$ cat config.mk
export PLATFORM = sky130hd
export DESIGN_NAME = ultrasonic_echo_ranger
export DESIGN_NICKNAME = d
export VERILOG_FILES = /design/src/sv/uer_pkg.sv /design/src/sv/uer_cfg.sv /design/src/sv/uer_div.sv /design/src/sv/ultrasonic_echo_ranger.sv
export SDC_FILE = /design/constraint.sdc
export NUM_CORES = 1
export LEC_CHECK = 0
export BUFFER_PORTS_ARGS = -buffer_cell sky130_fd_sc_hd__buf_2
export CELL_PAD_IN_SITES_DETAIL_PLACEMENT = 1
export CELL_PAD_IN_SITES_GLOBAL_PLACEMENT = 1
export CORE_ASPECT_RATIO = 0.75
export CORE_MARGIN = 10
export CORE_UTILIZATION = 40
export CTS_BUF_LIST = sky130_fd_sc_hd__clkbuf_8 sky130_fd_sc_hd__clkbuf_16
export CTS_CLUSTER_SIZE = 16
export DETAILED_ROUTE_END_ITERATION = 10
export GPL_ROUTABILITY_DRIVEN = 1
export PLACE_DENSITY = 0.75
export SETUP_SLACK_MARGIN = 0.15
export SYNTH_ARGS = -nofsm -noshare
export SYNTH_HDL_FRONTEND = slang
export SYNTH_SLANG_ARGS = --single-unit
$ cat constraint.sdc
create_clock -name clk -period 9.97 [get_ports clk]
set_input_delay 2.4925 -clock clk [delete_from_list [all_inputs] [get_ports clk]]
set_output_delay 2.4925 -clock clk [all_outputs]
set_load 0.005 [all_outputs]
$ cat src/sv/uer_pkg.sv
`timescale 1ns / 1ps
package uer_pkg;

  localparam int WIDTH_BITS  = 16;
  localparam int SAMPLE_BITS = 8;
  localparam int TICK_W      = 20;
  localparam int EW_W        = WIDTH_BITS + 1;
  localparam int SUM_W       = 24;
  localparam int DIVD_W      = 24;
  localparam int DIVS_W      = 8;
  localparam int CFG_DW      = 20;
  localparam int CFG_AW      = 3;

  localparam logic [TICK_W-1:0] LOW_TICKS = 20'd2;

  // register indexes
  localparam logic [CFG_AW-1:0] REG_TIMEOUT = 3'd0;
  localparam logic [CFG_AW-1:0] REG_NEAR    = 3'd1;
  localparam logic [CFG_AW-1:0] REG_UPC     = 3'd2;
  localparam logic [CFG_AW-1:0] REG_TRIGW   = 3'd3;
  localparam logic [CFG_AW-1:0] REG_SAMPLES = 3'd4;
  localparam logic [CFG_AW-1:0] REG_GAP     = 3'd5;
  localparam logic [CFG_AW-1:0] REG_MINCM   = 3'd6;
  localparam logic [CFG_AW-1:0] REG_FILTER  = 3'd7;

  // status codes
  localparam logic [1:0] ST_VALID = 2'd0;
  localparam logic [1:0] ST_NEAR  = 2'd1;
  localparam logic [1:0] ST_BAD   = 2'd2;

  // ranging phases
  localparam logic [2:0] PH_IDLE  = 3'd0;
  localparam logic [2:0] PH_TLOW  = 3'd1;
  localparam logic [2:0] PH_THIGH = 3'd2;
  localparam logic [2:0] PH_WAIT  = 3'd3;
  localparam logic [2:0] PH_MEAS  = 3'd4;
  localparam logic [2:0] PH_GAP   = 3'd5;

  typedef struct packed {
    logic [15:0]            timeout_us;
    logic [15:0]            near_width_us;
    logic [7:0]             us_per_cm;
    logic [7:0]             trigger_width_us;
    logic [SAMPLE_BITS-1:0] sample_count;
    logic [19:0]            gap_us;
    logic [7:0]             min_valid_cm;
    logic                   filter_mode;
  } cfg_t;

  typedef struct packed {
    logic              start;
    logic [DIVD_W-1:0] dividend;
    logic [DIVS_W-1:0] divisor;
  } div_req_t;

  typedef struct packed {
    logic              done;
    logic [DIVD_W-1:0] quotient;
  } div_rsp_t;

endpackage

$ cat src/sv/uer_cfg.sv
`timescale 1ns / 1ps
module uer_cfg (
  input  logic                          clk,
  input  logic                          rst_n,
  input  logic                          cfg_we,
  input  logic [uer_pkg::CFG_AW-1:0]    cfg_index,
  input  logic [uer_pkg::CFG_DW-1:0]    cfg_wdata,
  output uer_pkg::cfg_t                 cfg
);

  uer_pkg::cfg_t cfg_r;

  always_ff @(posedge clk) begin
    if (!rst_n) begin
      cfg_r.timeout_us       <= 16'd30000;
      cfg_r.near_width_us    <= 16'd150;
      cfg_r.us_per_cm        <= 8'd58;
      cfg_r.trigger_width_us <= 8'd20;
      cfg_r.sample_count     <= uer_pkg::SAMPLE_BITS'(1);
      cfg_r.gap_us           <= 20'd20000;
      cfg_r.min_valid_cm     <= 8'd2;
      cfg_r.filter_mode      <= 1'b0;
    end else if (cfg_we) begin
      unique case (cfg_index)
        uer_pkg::REG_TIMEOUT: cfg_r.timeout_us       <= cfg_wdata[15:0];
        uer_pkg::REG_NEAR:    cfg_r.near_width_us    <= cfg_wdata[15:0];
        uer_pkg::REG_UPC:     cfg_r.us_per_cm        <= cfg_wdata[7:0];
        uer_pkg::REG_TRIGW:   cfg_r.trigger_width_us <= cfg_wdata[7:0];
        uer_pkg::REG_SAMPLES: cfg_r.sample_count     <= cfg_wdata[uer_pkg::SAMPLE_BITS-1:0];
        uer_pkg::REG_GAP:     cfg_r.gap_us           <= cfg_wdata[19:0];
        uer_pkg::REG_MINCM:   cfg_r.min_valid_cm     <= cfg_wdata[7:0];
        uer_pkg::REG_FILTER:  cfg_r.filter_mode      <= cfg_wdata[0];
      endcase
    end
  end

  assign cfg = cfg_r;

endmodule

$ cat src/sv/uer_div.sv
`timescale 1ns / 1ps
module uer_div (
  input  logic              clk,
  input  logic              rst_n,
  input  uer_pkg::div_req_t req,
  output uer_pkg::div_rsp_t rsp
);

  localparam int CNT_W = $clog2(uer_pkg::DIVD_W + 1);

  logic [CNT_W-1:0]            cnt_r, cnt_nxt;
  logic                        done_r, done_nxt;
  logic [uer_pkg::DIVD_W-1:0]  q_r, q_nxt;
  logic [uer_pkg::DIVS_W-1:0]  rem_r, rem_nxt;
  logic [uer_pkg::DIVS_W-1:0]  dvs_r, dvs_nxt;
  logic [uer_pkg::DIVS_W:0]    trial;
  logic [uer_pkg::DIVS_W:0]    diff;

  // restoring divide, one quotient bit per cycle
  always_comb begin
    cnt_nxt  = cnt_r;
    q_nxt    = q_r;
    rem_nxt  = rem_r;
    dvs_nxt  = dvs_r;
    done_nxt = 1'b0;
    trial    = {rem_r, q_r[uer_pkg::DIVD_W-1]};
    diff     = trial - {1'b0, dvs_r};
    if (req.start) begin
      cnt_nxt = CNT_W'(uer_pkg::DIVD_W);
      q_nxt   = req.dividend;
      rem_nxt = '0;
      dvs_nxt = req.divisor;
    end else if (cnt_r != '0) begin
      cnt_nxt = cnt_r - CNT_W'(1);
      if (trial >= {1'b0, dvs_r}) begin
        rem_nxt = diff[uer_pkg::DIVS_W-1:0];
        q_nxt   = {q_r[uer_pkg::DIVD_W-2:0], 1'b1};
      end else begin
        rem_nxt = trial[uer_pkg::DIVS_W-1:0];
        q_nxt   = {q_r[uer_pkg::DIVD_W-2:0], 1'b0};
      end
      done_nxt = (cnt_r == CNT_W'(1));
    end
  end

  always_ff @(posedge clk) begin
    if (!rst_n) begin
      cnt_r  <= '0;
      done_r <= 1'b0;
    end else begin
      cnt_r  <= cnt_nxt;
      done_r <= done_nxt;
    end
    q_r   <= q_nxt;
    rem_r <= rem_nxt;
    dvs_r <= dvs_nxt;
  end

  assign rsp.done     = done_r;
  assign rsp.quotient = q_r;

endmodule

$ cat src/sv/ultrasonic_echo_ranger.sv
`timescale 1ns / 1ps
// one transfer in is one microsecond tick, one transfer out is its result
// most ticks finish without a divide; a shot end with a distance adds one divide
// a filtered run end with at least one counted shot adds a second divide
// both divides use the one shared restoring divider; no new tick is taken until the result is out
// rst_n is synchronous: registers return to defaults, ranging state clears to idle
module ultrasonic_echo_ranger (
  input  logic                        clk,
  input  logic                        rst_n,
  input  logic                        in_valid,
  output logic                        in_stall,
  input  logic                        in_start_req,
  input  logic                        in_echo_level,
  output logic                        out_valid,
  input  logic                        out_stall,
  output logic                        out_trigger_level,
  output logic                        out_done_res,
  output logic [1:0]                  out_status,
  output logic [15:0]                 out_distance_cm,
  input  logic                        cfg_we,
  input  logic [uer_pkg::CFG_AW-1:0]  cfg_index,
  input  logic [uer_pkg::CFG_DW-1:0]  cfg_wdata
);

  localparam logic [2:0] S_IDLE    = 3'd0;
  localparam logic [2:0] S_DIV1    = 3'd1;
  localparam logic [2:0] S_SHOT    = 3'd2;
  localparam logic [2:0] S_GAPOVER = 3'd3;
  localparam logic [2:0] S_DIV2    = 3'd4;

  uer_pkg::cfg_t     cfg;
  uer_pkg::div_req_t div_req;
  uer_pkg::div_rsp_t div_rsp;

  logic [2:0]                       state_r, state_nxt;
  logic [2:0]                       phase_r, phase_nxt;
  logic [uer_pkg::TICK_W-1:0]       tick_r, tick_nxt;
  logic [uer_pkg::EW_W-1:0]         ew_r, ew_nxt;
  logic [uer_pkg::SAMPLE_BITS-1:0]  shots_r, shots_nxt;
  logic [uer_pkg::SAMPLE_BITS-1:0]  valid_r, valid_nxt;
  logic [uer_pkg::SUM_W-1:0]        sum_r, sum_nxt;
  logic [1:0]                       st_r, st_nxt;
  logic [uer_pkg::EW_W-1:0]         dist_r, dist_nxt;
  logic                             out_valid_r, out_valid_nxt;
  logic                             out_trig_r, out_trig_nxt;
  logic                             out_done_r, out_done_nxt;
  logic [1:0]                       out_status_r, out_status_nxt;
  logic [15:0]                      out_dist_r, out_dist_nxt;

  logic                             in_xfer;
  logic                             fin;
  logic                             fin_trig;
  logic                             fin_done;
  logic [1:0]                       fin_st;
  logic [15:0]                      fin_dist;
  logic [uer_pkg::TICK_W-1:0]       tick_inc;
  logic [uer_pkg::EW_W-1:0]         ew_inc;
  logic [7:0]                       upc_eff;
  logic [7:0]                       tw_eff;
  logic [uer_pkg::SAMPLE_BITS-1:0]  want;

  uer_cfg u_cfg (
    .clk       (clk),
    .rst_n     (rst_n),
    .cfg_we    (cfg_we),
    .cfg_index (cfg_index),
    .cfg_wdata (cfg_wdata),
    .cfg       (cfg)
  );

  uer_div u_div (
    .clk   (clk),
    .rst_n (rst_n),
    .req   (div_req),
    .rsp   (div_rsp)
  );

  assign in_stall = (state_r != S_IDLE) || (out_valid_r && out_stall);
  assign in_xfer  = in_valid && !in_stall;

  assign tick_inc = tick_r + uer_pkg::TICK_W'(1);
  assign ew_inc   = ew_r + uer_pkg::EW_W'(1);
  assign upc_eff  = (cfg.us_per_cm == 8'd0) ? 8'd1 : cfg.us_per_cm;
  assign tw_eff   = (cfg.trigger_width_us == 8'd0) ? 8'd1 : cfg.trigger_width_us;
  assign want     = (cfg.sample_count == '0) ? uer_pkg::SAMPLE_BITS'(1) : cfg.sample_count;

  always_comb begin
    state_nxt        = state_r;
    phase_nxt        = phase_r;
    tick_nxt         = tick_r;
    ew_nxt           = ew_r;
    shots_nxt        = shots_r;
    valid_nxt        = valid_r;
    sum_nxt          = sum_r;
    st_nxt           = st_r;
    dist_nxt         = dist_r;
    out_valid_nxt    = out_valid_r && out_stall;
    out_trig_nxt     = out_trig_r;
    out_done_nxt     = out_done_r;
    out_status_nxt   = out_status_r;
    out_dist_nxt     = out_dist_r;
    div_req.start    = 1'b0;
    div_req.dividend = {(uer_pkg::DIVD_W - uer_pkg::EW_W)'(0), ew_r};
    div_req.divisor  = upc_eff;
    fin              = 1'b0;
    fin_trig         = 1'b0;
    fin_done         = 1'b0;
    fin_st           = uer_pkg::ST_VALID;
    fin_dist         = '0;

    unique case (state_r)
      S_IDLE: begin
        if (in_xfer) begin
          unique case (phase_r)
            uer_pkg::PH_IDLE: begin
              fin = 1'b1;
              if (in_start_req) begin
                shots_nxt = '0;
                valid_nxt = '0;
                sum_nxt   = '0;
                phase_nxt = uer_pkg::PH_TLOW;
                tick_nxt  = '0;
                ew_nxt    = '0;
              end
            end
            uer_pkg::PH_TLOW: begin
              fin = 1'b1;
              if (tick_inc >= uer_pkg::LOW_TICKS) begin
                phase_nxt = uer_pkg::PH_THIGH;
                tick_nxt  = '0;
              end else begin
                tick_nxt = tick_inc;
              end
            end
            uer_pkg::PH_THIGH: begin
              fin      = 1'b1;
              fin_trig = 1'b1;
              if (tick_inc >= {12'd0, tw_eff}) begin
                phase_nxt = uer_pkg::PH_WAIT;
                tick_nxt  = '0;
              end else begin
                tick_nxt = tick_inc;
              end
            end
            uer_pkg::PH_WAIT: begin
              if (in_echo_level) begin
                ew_nxt = uer_pkg::EW_W'(1);
                if (cfg.timeout_us == 16'd0) begin
                  st_nxt    = uer_pkg::ST_BAD;
                  state_nxt = S_SHOT;
                end else begin
                  phase_nxt = uer_pkg::PH_MEAS;
                  fin       = 1'b1;
                end
              end else begin
                tick_nxt = tick_inc;
                if (tick_inc > {4'd0, cfg.timeout_us}) begin
                  st_nxt    = uer_pkg::ST_BAD;
                  state_nxt = S_SHOT;
                end else begin
                  fin = 1'b1;
                end
              end
            end
            uer_pkg::PH_MEAS: begin
              if (in_echo_level) begin
                ew_nxt = ew_inc;
                if (ew_inc > {1'b0, cfg.timeout_us}) begin
                  st_nxt    = uer_pkg::ST_BAD;
                  state_nxt = S_SHOT;
                end else begin
                  fin = 1'b1;
                end
              end else if (ew_r < {1'b0, cfg.near_width_us}) begin
                st_nxt    = uer_pkg::ST_NEAR;
                state_nxt = S_SHOT;
              end else begin
                div_req.start = 1'b1;
                state_nxt     = S_DIV1;
              end
            end
            uer_pkg::PH_GAP: begin
              tick_nxt = tick_inc;
              if (tick_inc >= cfg.gap_us) state_nxt = S_GAPOVER;
              else fin = 1'b1;
            end
            default: begin
              phase_nxt = uer_pkg::PH_IDLE;
              tick_nxt  = '0;
              fin       = 1'b1;
            end
          endcase
        end
      end

      S_DIV1: begin
        if (div_rsp.done) begin
          st_nxt    = uer_pkg::ST_VALID;
          dist_nxt  = div_rsp.quotient[uer_pkg::EW_W-1:0];
          state_nxt = S_SHOT;
        end
      end

      S_SHOT: begin
        if (!cfg.filter_mode) begin
          fin       = 1'b1;
          fin_done  = 1'b1;
          fin_st    = st_r;
          fin_dist  = (st_r == uer_pkg::ST_VALID) ? dist_r[15:0] : 16'd0;
          phase_nxt = uer_pkg::PH_IDLE;
          tick_nxt  = '0;
        end else begin
          shots_nxt = shots_r + uer_pkg::SAMPLE_BITS'(1);
          if (st_r == uer_pkg::ST_NEAR) begin
            fin       = 1'b1;
            fin_done  = 1'b1;
            fin_st    = uer_pkg::ST_NEAR;
            phase_nxt = uer_pkg::PH_IDLE;
            tick_nxt  = '0;
          end else begin
            if (st_r == uer_pkg::ST_VALID && dist_r > {9'd0, cfg.min_valid_cm}) begin
              sum_nxt   = sum_r + {(uer_pkg::SUM_W - uer_pkg::EW_W)'(0), dist_r};
              valid_nxt = valid_r + uer_pkg::SAMPLE_BITS'(1);
            end
            tick_nxt = '0;
            if (cfg.gap_us == 20'd0) begin
              state_nxt = S_GAPOVER;
            end else begin
              phase_nxt = uer_pkg::PH_GAP;
              fin       = 1'b1;
            end
          end
        end
      end

      S_GAPOVER: begin
        if (shots_r >= want) begin
          if (valid_r == '0) begin
            fin       = 1'b1;
            fin_done  = 1'b1;
            fin_st    = uer_pkg::ST_BAD;
            phase_nxt = uer_pkg::PH_IDLE;
            tick_nxt  = '0;
          end else begin
            div_req.start    = 1'b1;
            div_req.dividend = sum_r;
            div_req.divisor  = uer_pkg::DIVS_W'(valid_r);
            state_nxt        = S_DIV2;
          end
        end else begin
          phase_nxt = uer_pkg::PH_TLOW;
          tick_nxt  = '0;
          ew_nxt    = '0;
          fin       = 1'b1;
        end
      end

      S_DIV2: begin
        if (div_rsp.done) begin
          fin       = 1'b1;
          fin_done  = 1'b1;
          fin_st    = uer_pkg::ST_VALID;
          fin_dist  = div_rsp.quotient[15:0];
          phase_nxt = uer_pkg::PH_IDLE;
          tick_nxt  = '0;
        end
      end

      default: state_nxt = S_IDLE;
    endcase

    // tick finished: load the output register and take the next tick
    if (fin) begin
      state_nxt      = S_IDLE;
      out_valid_nxt  = 1'b1;
      out_trig_nxt   = fin_trig;
      out_done_nxt   = fin_done;
      out_status_nxt = fin_st;
      out_dist_nxt   = fin_dist;
    end
  end

  always_ff @(posedge clk) begin
    if (!rst_n) begin
      state_r     <= S_IDLE;
      phase_r     <= uer_pkg::PH_IDLE;
      tick_r      <= '0;
      ew_r        <= '0;
      shots_r     <= '0;
      valid_r     <= '0;
      sum_r       <= '0;
      out_valid_r <= 1'b0;
    end else begin
      state_r     <= state_nxt;
      phase_r     <= phase_nxt;
      tick_r      <= tick_nxt;
      ew_r        <= ew_nxt;
      shots_r     <= shots_nxt;
      valid_r     <= valid_nxt;
      sum_r       <= sum_nxt;
      out_valid_r <= out_valid_nxt;
    end
    st_r         <= st_nxt;
    dist_r       <= dist_nxt;
    out_trig_r   <= out_trig_nxt;
    out_done_r   <= out_done_nxt;
    out_status_r <= out_status_nxt;
    out_dist_r   <= out_dist_nxt;
  end

  assign out_valid         = out_valid_r;
  assign out_trigger_level = out_trig_r;
  assign out_done_res      = out_done_r;
  assign out_status        = out_status_r;
  assign out_distance_cm   = out_dist_r;

endmodule

==> impl_metrics.ini, run 1 <==
[run_status]
outcome = finished clean

[cells_and_area]
postLayoutCellArea_sq_mm = 0.0166
multi_input_area_sq_mm = 0.00850
syn2layout_area_growth_pct = 10.1
drive_gt1_share_pct = 8.70
finalNetCount = 1931
fillers = 4411
final_core_utilization_pct = 44.7
ff_latch_area_sq_mm = 0.00580

[yosys]
async_flop_share_pct = 0
avgSynthCellArea_sq_um = 8.53
ys_top_cells_by_count = nand2_1, dfxtp_1, a21oi_1
ys.flop_type = dfxtp_1
synth-seq-area-share_pct = 38.4
synthCells = 1770
syn_nets = 1927
netlist.area_leader.share_pct = 24.3
synth_area_leaders = dfxtp_1, edfxtp_1, ha_1, nand2_1, a21oi_1
synthesis.yosys.warnings = 0
postSynthRegisterBits = 254
yosys.area.top_type = dfxtp_1
synth_edf_count = 71
syn-cell-area_sq_mm = 0.0151
synth.distinct_cells = 84
synthMostInstantiatedCell = nand2_1

[floorplanning]
initial_core_util_pct = 40.6
fp.dieW_microns = 244
die_h_microns = 188
rows = 61
num_io_pins = 52
dieArea_sq_mm = 0.0460
fp.coreArea_sq_mm = 0.0372

[power]
powerDensity_mw_per_mm2 = 168
p_switching_w = 0.000795
clock_power_share_pct = 37.3
swShare_pct = 28.5
leakagePower_nw = 6.74
share_comb_of_total_power_pct = 17.0
p_int_w = 0.00199
seq_power_share_pct = 45.7
power_w = 0.00278
ir_drop_mv = 0.125

[clock_network]
cts.sinks = 254
root_buffer = clkbuf_16
cts_setup_buffers = 0
clk_path_buf_depth = 3
cts_tree = done
clk_latency_ns = 0.56
clk_pin_slew_ns = 0.06
cts_buffers = 27
htreeDepth = 1
ctsResizeCount = 0
hold_buffers = 0

[setup_path]
path_cells = buf_2 > nand2_1 > nand2_1 > buf_2
crit_required_ns = 7.48
cp.arrival_ns = 3.09
critical_path.startpoint_type = input port
slowest_delay_ns = 0.18
cpMaxStageDelayCell = buf_2
cp-end-kind = output pin
crit_type = in2out
cp_max_fo = 4

[placed_design]
placed_area_sq_mm = 0.0157
io_buffers = 51
dp_hpwl_mm = 34.9
post-place-ws_ns = 4.40
gp_congestion = 0.900

[route]
drtIter0Drc = 965
drtPass1Iterations = 5
wl_mm = 48.4
wire_per_inst_microns = 21.1
via_per_inst = 5.78
routed-via-count = 13289
final_antenna_net_count = 0
drc = 0

[global_routing]
grt_pass1_wl_mm = 76.9
grt_use_total_pct = 20.5
overflow = 0
grt_max_degree = 80
grt_antenna_before_repair = 0
grt_pass1_vias = 13592

[sta]
fmax_mhz = 179
slew_violations = 0
min_period_over_period_pct = 56.0
fin_ws_ns = 4.39
finClkSkew_ns = 0.0134
worst_pin_slew_ns = 1.14
rsz0062_at_grt = false
hold_violations = 0
setup_violations = 0
tns_ns = 0
min_period_ns = 5.58
maxSlewHeadroom_pct = 23.1

[worst_hold_path]
hold_path.class = reg2reg

[run]
maxCapViolations = 0
-- worst max-delay path, delay by kind of cell --
kind	cells	cell delay (ns)
buffers and inverters	2	0.30
and+or+nand+nor	2	0.30
-- state kept, by name (all words and copies together), names as in the netlist, 16 cells and up --
register / cells
u_div.q_r: 24
tick_r: 20
ew_r: 17
out_distance_cm: 16
sum_r: 24
dist_r: 17
u_cfg.cfg: 85
-- kinds of logic after synthesis --
kind of cell | after synthesis | share of synthesized area, %
simple gates | 690 | 22.0
compound gates | 404 | 17.7
flops | 254 | 38.4
buf+inv | 201 | 5.46
fa+ha+maj | 127 | 10.6
xor+xnor | 64 | 3.71
mux | 30 | 2.13
-- area by class of cell --
type / count / area share [%]
clock inverters: 15 / 0.701
flip-flops and latches: 254 / 34.9
repair buffers: 65 / 2.17
inverters: 111 / 2.52
clock buffers: 34 / 4.72
multi-input cells: 1315 / 51.2
well taps: 504 / 3.80
diodes: 1 / 0.0151
-- routing by layer --
metal	wire (microns)	part of all wire (%)	vias up	global-route usage (%)
met5	0	0	-	0
met4	833	1.7	0	4.05
met3	2810	5.8	61	3.56
met2	20700	43	316	31.1
met1	24100	50	6585	29.9
li1	-	-	6327	-
-- worst paths after layout --
kind | from | to | slack (ns) | depth (start not counted)
max | out_stall | in_stall | 4.39 | 4
min | u_cfg.cfg[62] | u_cfg.cfg[62] | 0.46 | 2
max reg2reg | u_cfg.cfg[33] | u_div.q_r[4] | 5.10 | 12
min reg2reg | u_cfg.cfg[62] | u_cfg.cfg[62] | 0.46 | 2
-- per-stage QoR --
step / std cells / hold WS (ns)
2_1_floorplan: 1770 / 0.427
3_3_place_gp: 2249 / 0.436
3_5_place_dp: 2249 / 0.449
4_1_cts: 2298 / 0.458
5_1_grt: 2298 / 0.471
6_report: 2299 / 0.457
-- cell usage in the layout, fill, tap and decap left out, drive strengths merged, types with 5 or more instances in the layout --
cell type,Yosys,layout
mux2i,13,13
nor3,29,29
nor4,27,27
nor3b,6,6
a211oi,19,19
inv,110,118
nand3b,13,13
a31oi,7,7
clkbuf,57,34
nand4,32,32
mux2,17,17
o31ai,9,9
edfxtp,71,71
a21oi,163,163
buf,33,65
a21boi,5,5
o2111ai,14,14
o21a,12,12
a21o,17,17
nor2b,16,16
xor2,25,25
a211o,6,6
xnor2,39,39
o21ai,49,49
o211ai,31,31
or3,17,17
nand3,63,63
and2,10,10
nand2b,11,11
nor2,120,120
and4,7,7
a41oi,5,5
clkinv,1,5
a22o,29,29
ha,125,125
and3,28,28
nand2,295,295
dfxtp,183,183
-- power by group through the flow --
stage | clock (W) | combinational [W] | sequential (W)
after floorplan | 0 | 0.000346 | 0.00126
after global placement | 0 | 0.000448 | 0.00129
after detailed placement | 0 | 0.000471 | 0.00129
after CTS | 0.00106 | 0.000475 | 0.00127
after global routing | 0.00110 | 0.000530 | 0.00128
final | 0.00104 | 0.000474 | 0.00127
(Power assumes the default switching activity.)
==> inputs of run 2 (changes only) <==
PLACE_DENSITY = 0.77   (was 0.75)
clock period = 5.05 ns   (was 9.97 ns; I/O delays follow)
==> impl_metrics.ini, run 2 (synthesized netlist as in run 1, its figures left out) <==
[run_status]
outcome = finished clean

[clock_network]
ctsResizeCount = 0
cts_tree = done
htreeDepth = 1
cts.sinks = 254
cts_buffers = 29
clk_path_buf_depth = 3
clk_latency_ns = 0.57
hold_buffers = 0
root_buffer = clkbuf_16
cts_setup_buffers = 0
clk_pin_slew_ns = 0.06

[floorplanning]
rows = 61
fp.dieW_microns = 244
initial_core_util_pct = 40.6
fp.coreArea_sq_mm = 0.0372
die_h_microns = 188
num_io_pins = 52
dieArea_sq_mm = 0.0460

[worst_hold_path]
min_path_cells = 2
hold_path.class = reg2reg
hp-start = u_cfg.cfg[5]
hold-path-endpoint = u_cfg.cfg[5]

[setup_path]
cpMaxStageDelayCell = dfxtp_1
cp_max_fo = 19
r2r-start = tick_r[0]
path_cells = ha_1 > nand2_1 > or3_4 > nor2_1 > xor2_1 > ha_1 > o21a_1 > a21oi_1 > o211ai_1 > or3_1 > a221o_1 > a41o_1 > nand2_1 > buf_12
cp-end-kind = flip-flop
crit_type = reg2reg
crit_required_ns = 5.31
r2r_end = out_distance_cm[9]
slowest_delay_ns = 0.53
cp.arrival_ns = 4.82
rr_worst_depth = 14
r2r_slack_ns = 0.50
critical_path.startpoint_type = flip-flop

[global_routing]
grt_use_total_pct = 21.2
grt_antenna_before_repair = 0
overflow = 0
grt_max_degree = 57
grt_pass1_vias = 13854
grt_pass1_wl_mm = 79.1

[sta]
fmax_mhz = 220
maxSlewHeadroom_pct = 17.9
finClkSkew_ns = 0.0110
hold_violations = 0
fin_ws_ns = 0.496
min_period_over_period_pct = 90.2
slew_violations = 0
setup_violations = 0
min_period_ns = 4.55
rsz0062_at_grt = false
tns_ns = 0
worst_pin_slew_ns = 1.23

[cells_and_area]
drive_gt1_share_pct = 8.99
most-common-layout-cells = nand2_1, dfxtp_1, a21oi_1
largest_reg_flops = 85
postLayoutCellArea_sq_mm = 0.0167
diodes = 0
layout_commonest_cell = nand2_1
finalNetCount = 1937
syn2layout_area_growth_pct = 10.6

[route]
wl_mm = 49.0
wire_per_inst_microns = 21.2
final_antenna_net_count = 0
drc = 0
drtIter0Drc = 1088
drtPass1Iterations = 5
via_per_inst = 5.85
routed-via-count = 13488

[placed_design]
placed_area_sq_mm = 0.0157
post-place-ws_ns = 0.546
dp_hpwl_mm = 36.0
io_buffers = 51
gp_congestion = 0.915

[run]
maxCapViolations = 0

[power]
power_w = 0.00558
ir_drop_mv = 0.246
powerDensity_mw_per_mm2 = 334
leakagePower_nw = 6.76
[run 2: per-layer routing]
| layer | vias up | track usage (%) | part of all wire, % |
|---|---|---|---|
| li1 | 6338 | - | - |
| met1 | 6726 | 30.9 | 49 |
| met2 | 366 | 32.3 | 43 |
| met3 | 58 | 3.28 | 6.3 |
| met4 | 0 | 4.22 | 1.7 |
| met5 | - | 0 | 0 |
[run 2: stage by stage]
stage	instances	hold WS, ns	util, %
after floorplan	1770	0.427	-
after global placement	2253	0.440	42.4
after detailed placement	2253	0.450	42.4
after CTS	2306	0.459	44.9
after global routing	2306	0.475	44.9
final	2306	0.459	44.9
[run 2: worst max-delay path: cells and delay by family, from the launching register on]
family          cells  cell delay (ns)
xor+xnor            1             0.29
compound gates      5             1.15
fa+ha+maj           2             0.67
flops               1             0.53
buf+inv             1             0.23
simple gates        5             1.36
[run 2: worst max-delay path by stage]
| stage | startpoint | to | depth (start not counted) |
|---|---|---|---|
| 2_1_floorplan | tick_r[0] | out_distance_cm[0] | 13 |
| 3_3_place_gp | tick_r[0] | out_status[0] | 14 |
| 3_5_place_dp | tick_r[0] | out_done_res | 14 |
| 4_1_cts | tick_r[0] | out_status[1] | 14 |
| 5_1_grt | tick_r[2] | out_done_res | 13 |
| 6_report | tick_r[0] | out_distance_cm[9] | 14 |
[run 2: area by class of cell]
class / count / area (sq um)
inverters: 111 / 419
clock inverters: 22 / 190
clock buffers: 31 / 753
repair buffers: 69 / 403
multi-input cells: 1315 / 8490
well taps: 504 / 631
flip-flops and latches: 254 / 5800
fillers: 4397 / 20500
[run 2: report_power, final]
| group | switching [W] | internal [W] |
|---|---|---|
| registers | 0.000139 | 0.00237 |
| clock network | 0.000909 | 0.00122 |
| logic | 0.000563 | 0.000370 |
| total | 0.00161 | 0.00397 |
